$ cat config.mk
export PLATFORM = sky130hd
export DESIGN_NAME = hex_object_line_loader_top_flat
export DESIGN_NICKNAME = d
export VERILOG_FILES = /design/src/rtl/core/hol_pkg.sv /design/src/rtl/core/hol_if.sv /design/src/rtl/core/hex_object_line_loader_top.sv /design/src/rtl/core/hol_front.sv /design/src/rtl/core/hol_queue.sv /design/src/rtl/core/hol_back.sv /design/src/flat_wrapper.sv
export SDC_FILE = /design/constraint.sdc
export NUM_CORES = 1
export LEC_CHECK = 0
export BUFFER_PORTS_ARGS = -buffer_cell sky130_fd_sc_hd__buf_4
export CORE_ASPECT_RATIO = 0.7
export CORE_UTILIZATION = 35
export CTS_BUF_LIST = sky130_fd_sc_hd__clkbuf_8
export CTS_CLUSTER_DIAMETER = 40
export DETAILED_ROUTE_END_ITERATION = 8
export PLACE_DENSITY = 0.61
export SLEW_MARGIN = 5
export SYNTH_ARGS = -nofsm -noshare
export SYNTH_HDL_FRONTEND = slang
export SYNTH_SLANG_ARGS = --single-unit
$ cat constraint.sdc
create_clock -name clk -period 4.54 [get_ports clk]
set_clock_uncertainty 0.1 [all_clocks]
set_input_delay 0.908 -clock clk [delete_from_list [all_inputs] [get_ports clk]]
set_output_delay 0.908 -clock clk [all_outputs]
set_load 0.01 [all_outputs]
$ cat src/rtl/core/hol_pkg.sv
`default_nettype none
package hol_pkg;

	localparam logic [7:0] CharNewline = 8'h0A;
	localparam logic [7:0] CharTab     = 8'h09;
	localparam logic [7:0] CharSpace   = 8'h20;
	localparam logic [7:0] CharColon   = 8'h3A;
	localparam logic [7:0] CharUpperE  = 8'h45;
	localparam logic [7:0] CharLowerE  = 8'h65;
	localparam logic [7:0] CharUpperP  = 8'h50;
	localparam logic [7:0] CharLowerP  = 8'h70;

	localparam int WordW      = 12;
	localparam int QueueDepth = 2;

	localparam logic RK_WRITE  = 1'b0;
	localparam logic RK_REPORT = 1'b1;

	typedef struct packed {
		logic       eof;
		logic       newline;
		logic       gap;
		logic       hex;
		logic [3:0] digit;
		logic       letter_e;
		logic       letter_p;
	} hol_word_t;

	typedef enum logic [1:0] {
		DP_ADDR,
		DP_DROP,
		DP_VAL,
		DP_OFF
	} data_phase_t;

	typedef enum logic [2:0] {
		EP_COL0,
		EP_SAWE,
		EP_DROP,
		EP_DIG,
		EP_OFF
	} entry_phase_t;

endpackage
`default_nettype wire

$ cat src/rtl/core/hol_if.sv
`default_nettype none
interface hol_in_if;
	logic       valid;
	logic       ready;
	logic [7:0] char_code;
	logic       end_of_file;

	modport source (output valid, output char_code, output end_of_file, input ready);
	modport sink (input valid, input char_code, input end_of_file, output ready);
endinterface

interface hol_out_if;
	logic        valid;
	logic        ready;
	logic        result_kind;
	logic [11:0] write_address;
	logic [11:0] write_data;
	logic [11:0] entry_point;
	logic        entry_found;

	modport source (output valid, output result_kind, output write_address,
		output write_data, output entry_point, output entry_found, input ready);
	modport sink (input valid, input result_kind, input write_address,
		input write_data, input entry_point, input entry_found, output ready);
endinterface
`default_nettype wire

$ cat src/rtl/core/hex_object_line_loader_top.sv
// A result word is registered in the classifier, the queue and the parser output stage.
// Throughput: one character word per cycle while res_out is not stalled, set by the parser.
// A two-entry queue between classifier and parser absorbs output stalls.
// Reset (arst_n low, asynchronous): queue empties, parser returns to column zero,
// no entry point is held and no result is pending.
`default_nettype none
module hex_object_line_loader_top #(
	parameter int HEX_DIGITS = 3
) (
	input  wire       clk,
	input  wire       arst_n,
	hol_in_if.sink    char_in,
	hol_out_if.source res_out
);

	logic               f_valid;
	logic               f_ready;
	hol_pkg::hol_word_t f_word;
	logic               b_valid;
	logic               b_ready;
	hol_pkg::hol_word_t b_word;

	hol_front u_front (
		.clk        (clk),
		.arst_n     (arst_n),
		.char_in    (char_in),
		.push_valid (f_valid),
		.push_ready (f_ready),
		.push_word  (f_word)
	);

	hol_queue u_queue (
		.clk        (clk),
		.arst_n     (arst_n),
		.push_valid (f_valid),
		.push_ready (f_ready),
		.push_word  (f_word),
		.pop_valid  (b_valid),
		.pop_ready  (b_ready),
		.pop_word   (b_word)
	);

	hol_back #(
		.HEX_DIGITS (HEX_DIGITS)
	) u_back (
		.clk       (clk),
		.arst_n    (arst_n),
		.pop_valid (b_valid),
		.pop_ready (b_ready),
		.pop_word  (b_word),
		.res_out   (res_out)
	);

endmodule
`default_nettype wire

$ cat src/rtl/core/hol_front.sv
`default_nettype none
module hol_front (
	input  wire              clk,
	input  wire              arst_n,
	hol_in_if.sink           char_in,
	output logic             push_valid,
	input  wire              push_ready,
	output hol_pkg::hol_word_t push_word
);

	hol_pkg::hol_word_t word_s1;
	logic               valid_s1;
	hol_pkg::hol_word_t word_d;
	logic [7:0]         c;

	assign c = char_in.char_code;

	always_comb begin
		word_d          = '0;
		word_d.eof      = char_in.end_of_file;
		word_d.newline  = (c == hol_pkg::CharNewline);
		word_d.gap      = (c == hol_pkg::CharSpace) || (c == hol_pkg::CharTab) ||
			(c == hol_pkg::CharColon);
		word_d.letter_e = (c == hol_pkg::CharUpperE) || (c == hol_pkg::CharLowerE);
		word_d.letter_p = (c == hol_pkg::CharUpperP) || (c == hol_pkg::CharLowerP);
		if (c inside {[8'h30:8'h39]}) begin
			word_d.hex   = 1'b1;
			word_d.digit = 4'(c - 8'h30);
		end else if (c inside {[8'h41:8'h46]}) begin
			word_d.hex   = 1'b1;
			word_d.digit = 4'(c - 8'h37);
		end else if (c inside {[8'h61:8'h66]}) begin
			word_d.hex   = 1'b1;
			word_d.digit = 4'(c - 8'h57);
		end
	end

	assign char_in.ready = !valid_s1 || push_ready;
	assign push_valid    = valid_s1;
	assign push_word     = word_s1;

	always_ff @(posedge clk or negedge arst_n) begin
		if (!arst_n) begin
			valid_s1 <= 1'b0;
		end else if (char_in.ready) begin
			valid_s1 <= char_in.valid;
		end
	end

	always_ff @(posedge clk) begin
		if (char_in.ready && char_in.valid) begin
			word_s1 <= word_d;
		end
	end

endmodule
`default_nettype wire

$ cat src/rtl/core/hol_queue.sv
`default_nettype none
module hol_queue (
	input  wire                clk,
	input  wire                arst_n,
	input  wire                push_valid,
	output logic               push_ready,
	input  hol_pkg::hol_word_t push_word,
	output logic               pop_valid,
	input  wire                pop_ready,
	output hol_pkg::hol_word_t pop_word
);

	localparam int PtrW = (hol_pkg::QueueDepth > 1) ? $clog2(hol_pkg::QueueDepth) : 1;
	localparam int CntW = $clog2(hol_pkg::QueueDepth + 1);

	hol_pkg::hol_word_t    slot_q [hol_pkg::QueueDepth];
	logic [PtrW-1:0]       wr_ptr_q;
	logic [PtrW-1:0]       rd_ptr_q;
	logic [CntW-1:0]       cnt_q;
	logic                  push;
	logic                  pop;

	assign push_ready = (cnt_q != CntW'(hol_pkg::QueueDepth));
	assign pop_valid  = (cnt_q != '0);
	assign push       = push_valid && push_ready;
	assign pop        = pop_valid && pop_ready;
	assign pop_word   = slot_q[rd_ptr_q];

	always_ff @(posedge clk or negedge arst_n) begin
		if (!arst_n) begin
			wr_ptr_q <= '0;
			rd_ptr_q <= '0;
			cnt_q    <= '0;
		end else begin
			if (push) begin
				wr_ptr_q <= (wr_ptr_q == PtrW'(hol_pkg::QueueDepth - 1)) ? '0 : wr_ptr_q + 1'b1;
			end
			if (pop) begin
				rd_ptr_q <= (rd_ptr_q == PtrW'(hol_pkg::QueueDepth - 1)) ? '0 : rd_ptr_q + 1'b1;
			end
			if (push && !pop) begin
				cnt_q <= cnt_q + 1'b1;
			end else if (pop && !push) begin
				cnt_q <= cnt_q - 1'b1;
			end
		end
	end

	always_ff @(posedge clk) begin
		if (push) begin
			slot_q[wr_ptr_q] <= push_word;
		end
	end

endmodule
`default_nettype wire

$ cat src/rtl/core/hol_back.sv
`default_nettype none
module hol_back #(
	parameter int HEX_DIGITS = 3
) (
	input  wire                clk,
	input  wire                arst_n,
	input  wire                pop_valid,
	output logic               pop_ready,
	input  hol_pkg::hol_word_t pop_word,
	hol_out_if.source          res_out
);

	localparam int AccW = 4 * HEX_DIGITS;
	localparam int CntW = (HEX_DIGITS > 1) ? $clog2(HEX_DIGITS) : 1;
	localparam int WW   = hol_pkg::WordW;

	hol_pkg::data_phase_t  dphase_q, dphase_d;
	hol_pkg::entry_phase_t ephase_q, ephase_d;
	logic [CntW-1:0]       dcnt_q, dcnt_d;
	logic [CntW-1:0]       ecnt_q, ecnt_d;
	logic [AccW-1:0]       addr_acc_q, addr_acc_d;
	logic [AccW-1:0]       val_acc_q, val_acc_d;
	logic [AccW-1:0]       ent_acc_q, ent_acc_d;
	logic                  latched_q, latched_d;
	logic [WW-1:0]         entry_reg_q, entry_reg_d;

	logic                  res_v;
	logic                  res_kind;
	logic [WW-1:0]         res_addr;
	logic [WW-1:0]         res_data;
	logic [WW-1:0]         res_entry;
	logic                  res_found;
	logic [AccW+WW-1:0]    ext_a;
	logic [AccW+WW-1:0]    ext_v;
	logic [AccW+WW-1:0]    ext_e;

	logic                  out_v_q;
	logic                  kind_q;
	logic [WW-1:0]         addr_q;
	logic [WW-1:0]         data_q;
	logic [WW-1:0]         entry_q;
	logic                  found_q;
	logic                  pop;

	assign pop_ready = !out_v_q || res_out.ready;
	assign pop       = pop_valid && pop_ready;

	always_comb begin
		dphase_d    = dphase_q;
		ephase_d    = ephase_q;
		dcnt_d      = dcnt_q;
		ecnt_d      = ecnt_q;
		addr_acc_d  = addr_acc_q;
		val_acc_d   = val_acc_q;
		ent_acc_d   = ent_acc_q;
		latched_d   = latched_q;
		entry_reg_d = entry_reg_q;
		res_v       = 1'b0;
		res_kind    = hol_pkg::RK_WRITE;
		res_addr    = '0;
		res_data    = '0;
		res_entry   = '0;
		res_found   = 1'b0;
		ext_a       = {{WW{1'b0}}, addr_acc_q};
		ext_v       = {{WW{1'b0}}, val_acc_q};
		ext_e       = {{WW{1'b0}}, ent_acc_q};

		if (pop_word.eof || pop_word.newline) begin
			dphase_d   = hol_pkg::DP_ADDR;
			ephase_d   = hol_pkg::EP_COL0;
			dcnt_d     = '0;
			ecnt_d     = '0;
			addr_acc_d = '0;
			val_acc_d  = '0;
			ent_acc_d  = '0;
			if (pop_word.eof) begin
				res_v       = 1'b1;
				res_kind    = hol_pkg::RK_REPORT;
				res_entry   = latched_q ? entry_reg_q : '0;
				res_found   = latched_q;
				latched_d   = 1'b0;
				entry_reg_d = '0;
			end
		end else begin
			case (ephase_q)
				hol_pkg::EP_COL0: begin
					ephase_d = pop_word.letter_e ? hol_pkg::EP_SAWE : hol_pkg::EP_OFF;
				end
				hol_pkg::EP_SAWE: begin
					ephase_d = pop_word.letter_p ? hol_pkg::EP_DROP : hol_pkg::EP_OFF;
				end
				hol_pkg::EP_DROP: begin
					ephase_d = hol_pkg::EP_DIG;
				end
				hol_pkg::EP_DIG: begin
					if (ecnt_q == '0 && pop_word.gap) begin
						ephase_d = hol_pkg::EP_DIG;
					end else if (!pop_word.hex) begin
						ephase_d = hol_pkg::EP_OFF;
					end else begin
						ent_acc_d = AccW'({ent_acc_q, pop_word.digit});
						ext_e     = {{WW{1'b0}}, ent_acc_d};
						if (ecnt_q == CntW'(HEX_DIGITS - 1)) begin
							ephase_d = hol_pkg::EP_OFF;
							if (!latched_q && ext_e[AccW+WW-1:WW] == '0) begin
								latched_d   = 1'b1;
								entry_reg_d = ext_e[WW-1:0];
							end
						end else begin
							ecnt_d = ecnt_q + 1'b1;
						end
					end
				end
				default: begin
					ephase_d = hol_pkg::EP_OFF;
				end
			endcase

			case (dphase_q)
				hol_pkg::DP_ADDR: begin
					if (dcnt_q == '0 && pop_word.gap) begin
						dphase_d = hol_pkg::DP_ADDR;
					end else if (!pop_word.hex) begin
						dphase_d = hol_pkg::DP_OFF;
					end else begin
						addr_acc_d = AccW'({addr_acc_q, pop_word.digit});
						if (dcnt_q == CntW'(HEX_DIGITS - 1)) begin
							dphase_d = hol_pkg::DP_DROP;
							dcnt_d   = '0;
						end else begin
							dcnt_d = dcnt_q + 1'b1;
						end
					end
				end
				hol_pkg::DP_DROP: begin
					dphase_d = hol_pkg::DP_VAL;
					dcnt_d   = '0;
				end
				hol_pkg::DP_VAL: begin
					if (dcnt_q == '0 && pop_word.gap) begin
						dphase_d = hol_pkg::DP_VAL;
					end else if (!pop_word.hex) begin
						dphase_d = hol_pkg::DP_OFF;
					end else begin
						val_acc_d = AccW'({val_acc_q, pop_word.digit});
						ext_v     = {{WW{1'b0}}, val_acc_d};
						if (dcnt_q == CntW'(HEX_DIGITS - 1)) begin
							dphase_d = hol_pkg::DP_OFF;
							res_v    = (ext_a[AccW+WW-1:WW] == '0);
							res_addr = ext_a[WW-1:0];
							res_data = ext_v[WW-1:0];
						end else begin
							dcnt_d = dcnt_q + 1'b1;
						end
					end
				end
				default: begin
					dphase_d = hol_pkg::DP_OFF;
				end
			endcase
		end
	end

	always_ff @(posedge clk or negedge arst_n) begin
		if (!arst_n) begin
			dphase_q    <= hol_pkg::DP_ADDR;
			ephase_q    <= hol_pkg::EP_COL0;
			dcnt_q      <= '0;
			ecnt_q      <= '0;
			addr_acc_q  <= '0;
			val_acc_q   <= '0;
			ent_acc_q   <= '0;
			latched_q   <= 1'b0;
			entry_reg_q <= '0;
		end else if (pop) begin
			dphase_q    <= dphase_d;
			ephase_q    <= ephase_d;
			dcnt_q      <= dcnt_d;
			ecnt_q      <= ecnt_d;
			addr_acc_q  <= addr_acc_d;
			val_acc_q   <= val_acc_d;
			ent_acc_q   <= ent_acc_d;
			latched_q   <= latched_d;
			entry_reg_q <= entry_reg_d;
		end
	end

	always_ff @(posedge clk or negedge arst_n) begin
		if (!arst_n) begin
			out_v_q <= 1'b0;
		end else if (pop_ready) begin
			out_v_q <= pop && res_v;
		end
	end

	always_ff @(posedge clk) begin
		if (pop && res_v) begin
			kind_q  <= res_kind;
			addr_q  <= res_addr;
			data_q  <= res_data;
			entry_q <= res_entry;
			found_q <= res_found;
		end
	end

	assign res_out.valid         = out_v_q;
	assign res_out.result_kind   = kind_q;
	assign res_out.write_address = addr_q;
	assign res_out.write_data    = data_q;
	assign res_out.entry_point   = entry_q;
	assign res_out.entry_found   = found_q;

endmodule
`default_nettype wire

$ cat src/flat_wrapper.sv
// flat-port wrapper written by rule: the top's interface ports become plain ports
module hex_object_line_loader_top_flat 
#(
	parameter int HEX_DIGITS = 3
)
  (clk, arst_n, char_in_valid, char_in_char_code, char_in_end_of_file, char_in_ready, res_out_valid, res_out_result_kind, res_out_write_address, res_out_write_data, res_out_entry_point, res_out_entry_found, res_out_ready);
  hol_in_if char_in_i ();
  hol_out_if res_out_i ();
  input  wire clk;
  input  wire arst_n;
  input wire logic [$bits(char_in_i.valid)-1:0] char_in_valid;
  input wire logic [$bits(char_in_i.char_code)-1:0] char_in_char_code;
  input wire logic [$bits(char_in_i.end_of_file)-1:0] char_in_end_of_file;
  output wire logic [$bits(char_in_i.ready)-1:0] char_in_ready;
  output wire logic [$bits(res_out_i.valid)-1:0] res_out_valid;
  output wire logic [$bits(res_out_i.result_kind)-1:0] res_out_result_kind;
  output wire logic [$bits(res_out_i.write_address)-1:0] res_out_write_address;
  output wire logic [$bits(res_out_i.write_data)-1:0] res_out_write_data;
  output wire logic [$bits(res_out_i.entry_point)-1:0] res_out_entry_point;
  output wire logic [$bits(res_out_i.entry_found)-1:0] res_out_entry_found;
  input wire logic [$bits(res_out_i.ready)-1:0] res_out_ready;
  assign char_in_i.valid = char_in_valid;
  assign char_in_i.char_code = char_in_char_code;
  assign char_in_i.end_of_file = char_in_end_of_file;
  assign char_in_ready = char_in_i.ready;
  assign res_out_valid = res_out_i.valid;
  assign res_out_result_kind = res_out_i.result_kind;
  assign res_out_write_address = res_out_i.write_address;
  assign res_out_write_data = res_out_i.write_data;
  assign res_out_entry_point = res_out_i.entry_point;
  assign res_out_entry_found = res_out_i.entry_found;
  assign res_out_i.ready = res_out_ready;
  hex_object_line_loader_top #(.HEX_DIGITS(HEX_DIGITS)) u_core (.clk(clk), .arst_n(arst_n), .char_in(char_in_i), .res_out(res_out_i));
endmodule
## Yosys cells after proc, flatten, opt, wreduce, memory -nomap -nowiden

Memory sizes are Yosys's and may differ from the RTL's.
Cells that the tools add are included.

| operators by class | value |
|---|---|
| $add $sub $neg | 9 |
| order comparisons | 6 |
| eq/ne operators | 29 |
| mux-type cells | 68 |
| bitwise gates (word level) | 3 |
| reductions and logical operators | 47 |

Operators with widths:

| operator | number |
|---|---|
| $mux W12 | 11 |
| $mux W8 | 8 |
| $mux W2 | 21 |
| $eq A8 B7 Y1 const B | 4 |
| $mux W3 | 6 |
| $eq A8 B4 Y1 const B | 2 |
| $eq A8 B6 Y1 const B | 2 |
| $ge A8 B7 Y1 const B | 2 |
| $le A8 B7 Y1 const B | 2 |
| $mux W1 | 16 |
| $ne A3 B3 Y1 const B | 5 |
| $ne A5 B5 Y1 const B | 3 |
| $reduce_and A7 Y1 | 2 |
| $reduce_bool A2 Y1 | 7 |
| $pmux W2 S3 | 2 |
| $pmux W3 S4 | 1 |
| $reduce_and A4 Y1 | 3 |
| $logic_and A1 B1 Y1 | 11 |
| $ne A2 B2 Y1 const B | 5 |
| $ge A8 B6 Y1 const B | 1 |
| $le A8 B6 Y1 const B | 1 |
| $mux W4 | 2 |
| $sub A4 B3 Y4 const B | 2 |
| $logic_or A1 B1 Y1 | 7 |
| other kinds (21) | 36 |

| word-level totals | value |
|---|---|
| register bits after elaboration | 104 |
| memory bits (writable) | 20 |
| bits of input ports | 13 |
| output and inout port bits | 40 |
| word-level logic and storage cells | 189 |
| memories kept | 1 |

Memories:

| name | depth | width | rd ports | clocked after Yosys merged registers in | wr ports | line | RTL |
|---|---|---|---|---|---|---|---|
| u_core.u_queue.slot_q | 2 | 10 | 1 | 0 | 1 | hol_queue.sv:16 | `hol_pkg::hol_word_t slot_q [hol_pkg::QueueDepth];` |

## Logic depth before layout (Yosys ltp)

| depth | value |
|---|---|
| depth in word-level cells | 7 |
| depth in mapped cells | 7 |
| gate-level depth less buffers | 7 |

## Cells and area by module

From an unflattened synthesis, not the netlist that was laid out.

| unflattened totals | value |
|---|---|
| cell total of the unflattened synthesis | 413 |
| area total of the unflattened synthesis | 5390.2 µm² |

Modules (own cells, without submodules):

| module | times used | cells an instance | area each (µm²) | seq. area each (µm²) |
|---|---|---|---|---|
| hol_back | 1 | 316 | 3856.2 | 2417.3 |
| hol_queue | 1 | 49 | 932.1 | 700.7 |
| hol_front | 1 | 48 | 601.8 | 325.3 |

## Least setup slack after synthesis

OpenSTA, ideal clock, no wires.

| timing | value |
|---|---|
| kind | flip-flop to flip-flop |
| start | register u_core.u_queue.rd_ptr_q |
| end | register u_core.u_back.found_q, in the netlist u_core.u_back.res_out.entry_found, enable pin |
| arrival | 3014 ps |
| setup slack | 993 ps |
| stages on the path, launching flop included | 7 |
| path buffers | 2 |
| clock period less this slack | 3547 ps |
| cells stage by stage | dfrtp_1 > buf_6 > mux2_4 > buf_6 > a221oi_4 > a21oi_1 > nor2_1 |

| between the ends | value |
|---|---|
| word-level cells in the longest chain between the ends | 6 |

Ends and longest elaborated chain:

| what | line | RTL |
|---|---|---|
| start: declaration | hol_queue.sv:18 | `logic [PtrW-1:0] rd_ptr_q;` |
| start signal: assignment | hol_queue.sv:39 | `rd_ptr_q <= (rd_ptr_q == PtrW'(hol_pkg::QueueDepth - 1)) ? '0 : rd_ptr_q + 1'b1;` |
| $mem_v2 Z2 W10 * | -- |  |
| $mux W1 / $logic_and A1 B1 Y1 (equally long branches) | hol_back.sv:142, hol_back.sv:140 |  |
| $mux W1 | hol_back.sv:140 | `if (dcnt_q == '0 && pop_word.gap) begin` |
| $mux W1 | hol_back.sv:119 | `case (dphase_q)` |
| $mux W1 * | hol_back.sv:68 | `if (pop_word.eof \|\| pop_word.newline) begin` |
| $logic_and A1 B1 Y1 * | hol_back.sv:197 | `if (pop && res_v) begin` |
| end signal: assignment | hol_back.sv:202 | `found_q <= res_found;` |
| end: declaration | hol_back.sv:42 | `logic found_q;` |

Every way passes the cells marked *; elsewhere a longest branch is shown, timed or not.
A chain may end at the register's enable or synchronous reset.

## Worst setup path in the final report

| timing | value |
|---|---|
| start | register u_core.u_queue.rd_ptr_q |
| end | register u_core.u_back.addr_q[3], in the netlist u_core.u_back.res_out.write_address[3], enable pin |

| between the ends | value |
|---|---|
| word-level cells in the longest chain between the ends | 6 |

Ends and longest elaborated chain:

| what | line | RTL |
|---|---|---|
| $mem_v2 Z2 W10 * | -- |  |
| $mux W1 / $logic_and A1 B1 Y1 (equally long branches) | hol_back.sv:142, hol_back.sv:140 |  |
| $mux W1 | hol_back.sv:140 |  |
| $mux W1 | hol_back.sv:119 |  |
| $mux W1 * | hol_back.sv:68 |  |
| $logic_and A1 B1 Y1 * | hol_back.sv:197 |  |
| end signal: assignment | hol_back.sv:199 | `addr_q <= res_addr;` |
| end: declaration | hol_back.sv:39 | `logic [WW-1:0] addr_q;` |

Marked as above.

==> flow_summary.toml <==
[cells_and_area]
fillCellCount = 1347
area_delta_synth_final_pct = 17.8
finish.utilization_pct = 42.4
drive_above_1_share_pct = 22.6
design_area_sq_um = 6240
final_nets = 460
antenna_cells = 0

[floorplanning]
num_io_pins = 53
die_w_um = 149
core_area_sq_um = 14700
num_rows = 37
fp.dieArea_sq_um = 15600
die_h_um = 105
start_util_pct = 36.0

[synth]
netlist.top_cell.by_area = "edfxtp_1"
synth_cells = 377
synthArstFlopShare_pct = 45.2
yosysUniqueCellTypes = 60
syn-num-nets = 404
synthTopCellsByCount = "edfxtp_1 (68), dfrtp_1 (56), and3_1 (36), a22o_1 (28), o2bb2ai_1 (17)"
yosysTopAreaCellShare_pct = 38.6
synth.most_common_cell = "edfxtp_1"
syn_area_sq_um = 5300
synth_seq_cells = 124
netlist_top_cells_area = "edfxtp_1 (39%), dfrtp_1 (26%), a22o_1 (4.6%)"
yosysSeqAreaShare_pct = 65.0
synthFlopType = "edfxtp_1"
yosys_warnings = 0
syn_area_per_cell_sq_um = 14.0
synth_edf_count = 68

[placed_design]
io_buffers = 52
placed_area_sq_um = 5850
hpwl_um = 6650
gp_congestion = 0.798
place_ws_ns = 1.22

[setup_path]
critPathLaunchType = "register"
r2r_end = "u_core.u_back.res_out.write_address[3]$_SDFFCE_PP0P_"
crit_slowest_cell = "dfrtp_1"
cp_slowest_stage_delay_ns = 0.81
cp-startpoint = "u_core.u_queue.rd_ptr_q$_DFFE_PN0P_"
cp.required_ns = 4.51
ff2ff_path_depth = 5
reg2reg_slack_ns = 1.19
cp.depth = 5
path_delay_family = "compound AO/OA/AOI/OAI gates"
worst-path-buf-inv = 1
cp_max_fo = 38
r2r_start = "u_core.u_queue.rd_ptr_q$_DFFE_PN0P_"
path_cells = "or3b_4 -> a221oi_4 -> a21oi_1 -> nor2_4 -> buf_4"
arrival_ns = 3.32
critPathKind = "reg2reg"
endpoint = "u_core.u_back.res_out.write_address[3]$_SDFFCE_PP0P_"
cp-end-kind = "register"

[job]
drv_cap = 0

[routing]
drt_wl_total_um = 9910
routed-wl-met3_um = 491
drt_first_pass_iters = 4
drtIter0Drc = 225
via_per_inst = 5.03
dr_total_vias = 3222
topRoutingLayerUsed = "met4"
antenna_left = 0
post-route-drc-count = 0
dr_wl_met2_um = 4270
drt-met1-wl_um = 4990
wire_per_inst_um = 15.5

[grt]
grt_pass1_wl_um = 16200
grt-ovfl-total = 0
grt_max_degree = 57
grt_pass1_vias = 3143
grt_antenna_before_repair = 0
track_usage_pct = 13.7

[sta]
period_minus_slack_ns = 3.35
max_freq_ghz = 0.299
hold_viol_final = 0
period_share_pct = 73.8
final_max_slew_viol_count = 0
rsz0062_at_grt = "no"
setup_viol = 0
fin_hold_ws_ns = 0.347
timing.setup.tns_ns = 0
worst_pin_slew_ns = 0.945
slew_headroom_pct = 36.7
worst_slack_ns = 1.19

[cts]
clkTransAtPathRegs_ns = 0.08
tritoncts = "done"
cts-root-buf = "clkbuf_8"
clkLatencyLatePin_ns = 0.43
cts-htree-levels = 4
cts.repair.resized = 0
clockBufferDepth = 2
cts_setup_buffers = 0
clock-sinks = 124
hold_buffers = 0
cts_buffers = 17

[pwr]
ir_drop_v = 0.000208
p_per_area_nw_per_um2 = 601
p_leak_nw = 2.64

[min_path]
hold_class = "reg2reg"
hold_path.startpoint = "u_core.u_front.push_word[3]$_DFFE_PP_"

[run_status]
status = "finished clean"
power by group:
group / total, W / leakage [nW] / internal (W) / switching, W
clock network: 0.000929 / 0.189 / 0.000485 / 0.000444
registers: 0.00167 / 1.43 / 0.00152 / 0.000150
logic: 0.00115 / 1.03 / 0.000434 / 0.000714
sequential cells by signal, indices dropped and copies added, names as in the netlist, 2 cells and up:
register,count
u_core.u_queue.slot_q,20
u_core.u_back.addr_acc_q,12
u_core.u_back.entry_reg_q,12
u_core.u_back.res_out.entry_point,12
u_core.u_back.res_out.write_address,12
u_core.u_back.res_out.write_data,12
u_core.u_front.push_word,10
u_core.u_back.ent_acc_q,8
u_core.u_back.val_acc_q,8
u_core.u_back.ephase_q,3
u_core.u_back.dcnt_q,2
u_core.u_back.dphase_q,2
u_core.u_back.ecnt_q,2
u_core.u_queue.cnt_q,2
cell families (layout without fill, tap and decap cells):
kind of cell	Yosys count	count (layout)	share of synthesized area, %
flops	124	124	65.0
fa+ha+maj	14	14	3.31
mux	12	12	2.69
simple gates	100	100	10.8
buf+inv	33	102	2.93
compound gates	89	89	14.4
xor+xnor	5	5	0.827
routing by layer:
layer	GRT usage, %	up-vias
li1	-	1554
met1	19.5	1575
met2	19.1	81
met3	4.50	12
met4	5.10	0
met5	0	-
layout by cell type, fill, tap and decap left out, drive strengths merged, types with 11 or more instances in the layout:
master    n
a22o     28
and3     36
buf      53
clkbuf   17
dfrtp    56
edfxtp   68
ha       14
inv      19
nand2    13
nor2     16
o21ai    11
o2bb2ai  17
through the flow:
step	power, W	instances
after CTS	0.00378	641
after floorplan	0.00243	377
after detailed placement	0.00285	609
after global placement	0.00282	609
after global routing	0.00398	641
final	0.00375	641
how the worst min path moves through the flow:
| stage | end | slack (ns) | cells past startpoint |
|---|---|---|---|
| CTS | u_core.u_queue.slot_q[1][3]$_DFFE_PP_ | 0.35 | 0 |
| detailed placement | u_core.u_queue.slot_q[1][3]$_DFFE_PP_ | 0.33 | 0 |
| floorplan | u_core.u_queue.slot_q[0][0]$_DFFE_PP_ | 0.32 | 0 |
| global placement | u_core.u_queue.slot_q[0][5]$_DFFE_PP_ | 0.33 | 0 |
| finish | u_core.u_queue.slot_q[1][3]$_DFFE_PP_ | 0.35 | 0 |
| global route | u_core.u_queue.slot_q[0][5]$_DFFE_PP_ | 0.37 | 0 |
layout make-up:
class	count	area [sq um]	area share (%)
Sequential cell	124	3440	55.2
Multi-Input combinational cell	220	1710	27.3
Timing Repair Buffer	53	398	6.38
Tap cell	195	244	3.91
Clock buffer	17	234	3.75
Clock inverter	15	149	2.39
Inverter	17	63.8	1.02
worst reg2reg max path, cell delays in order, from the launching register on:
cell and delay [ns]:
dfrtp_1 0.81, or3b_4 0.51, a221oi_4 0.75, a21oi_1 0.25
nor2_4 0.12, buf_4 0.41
(Power assumes the default switching activity.)
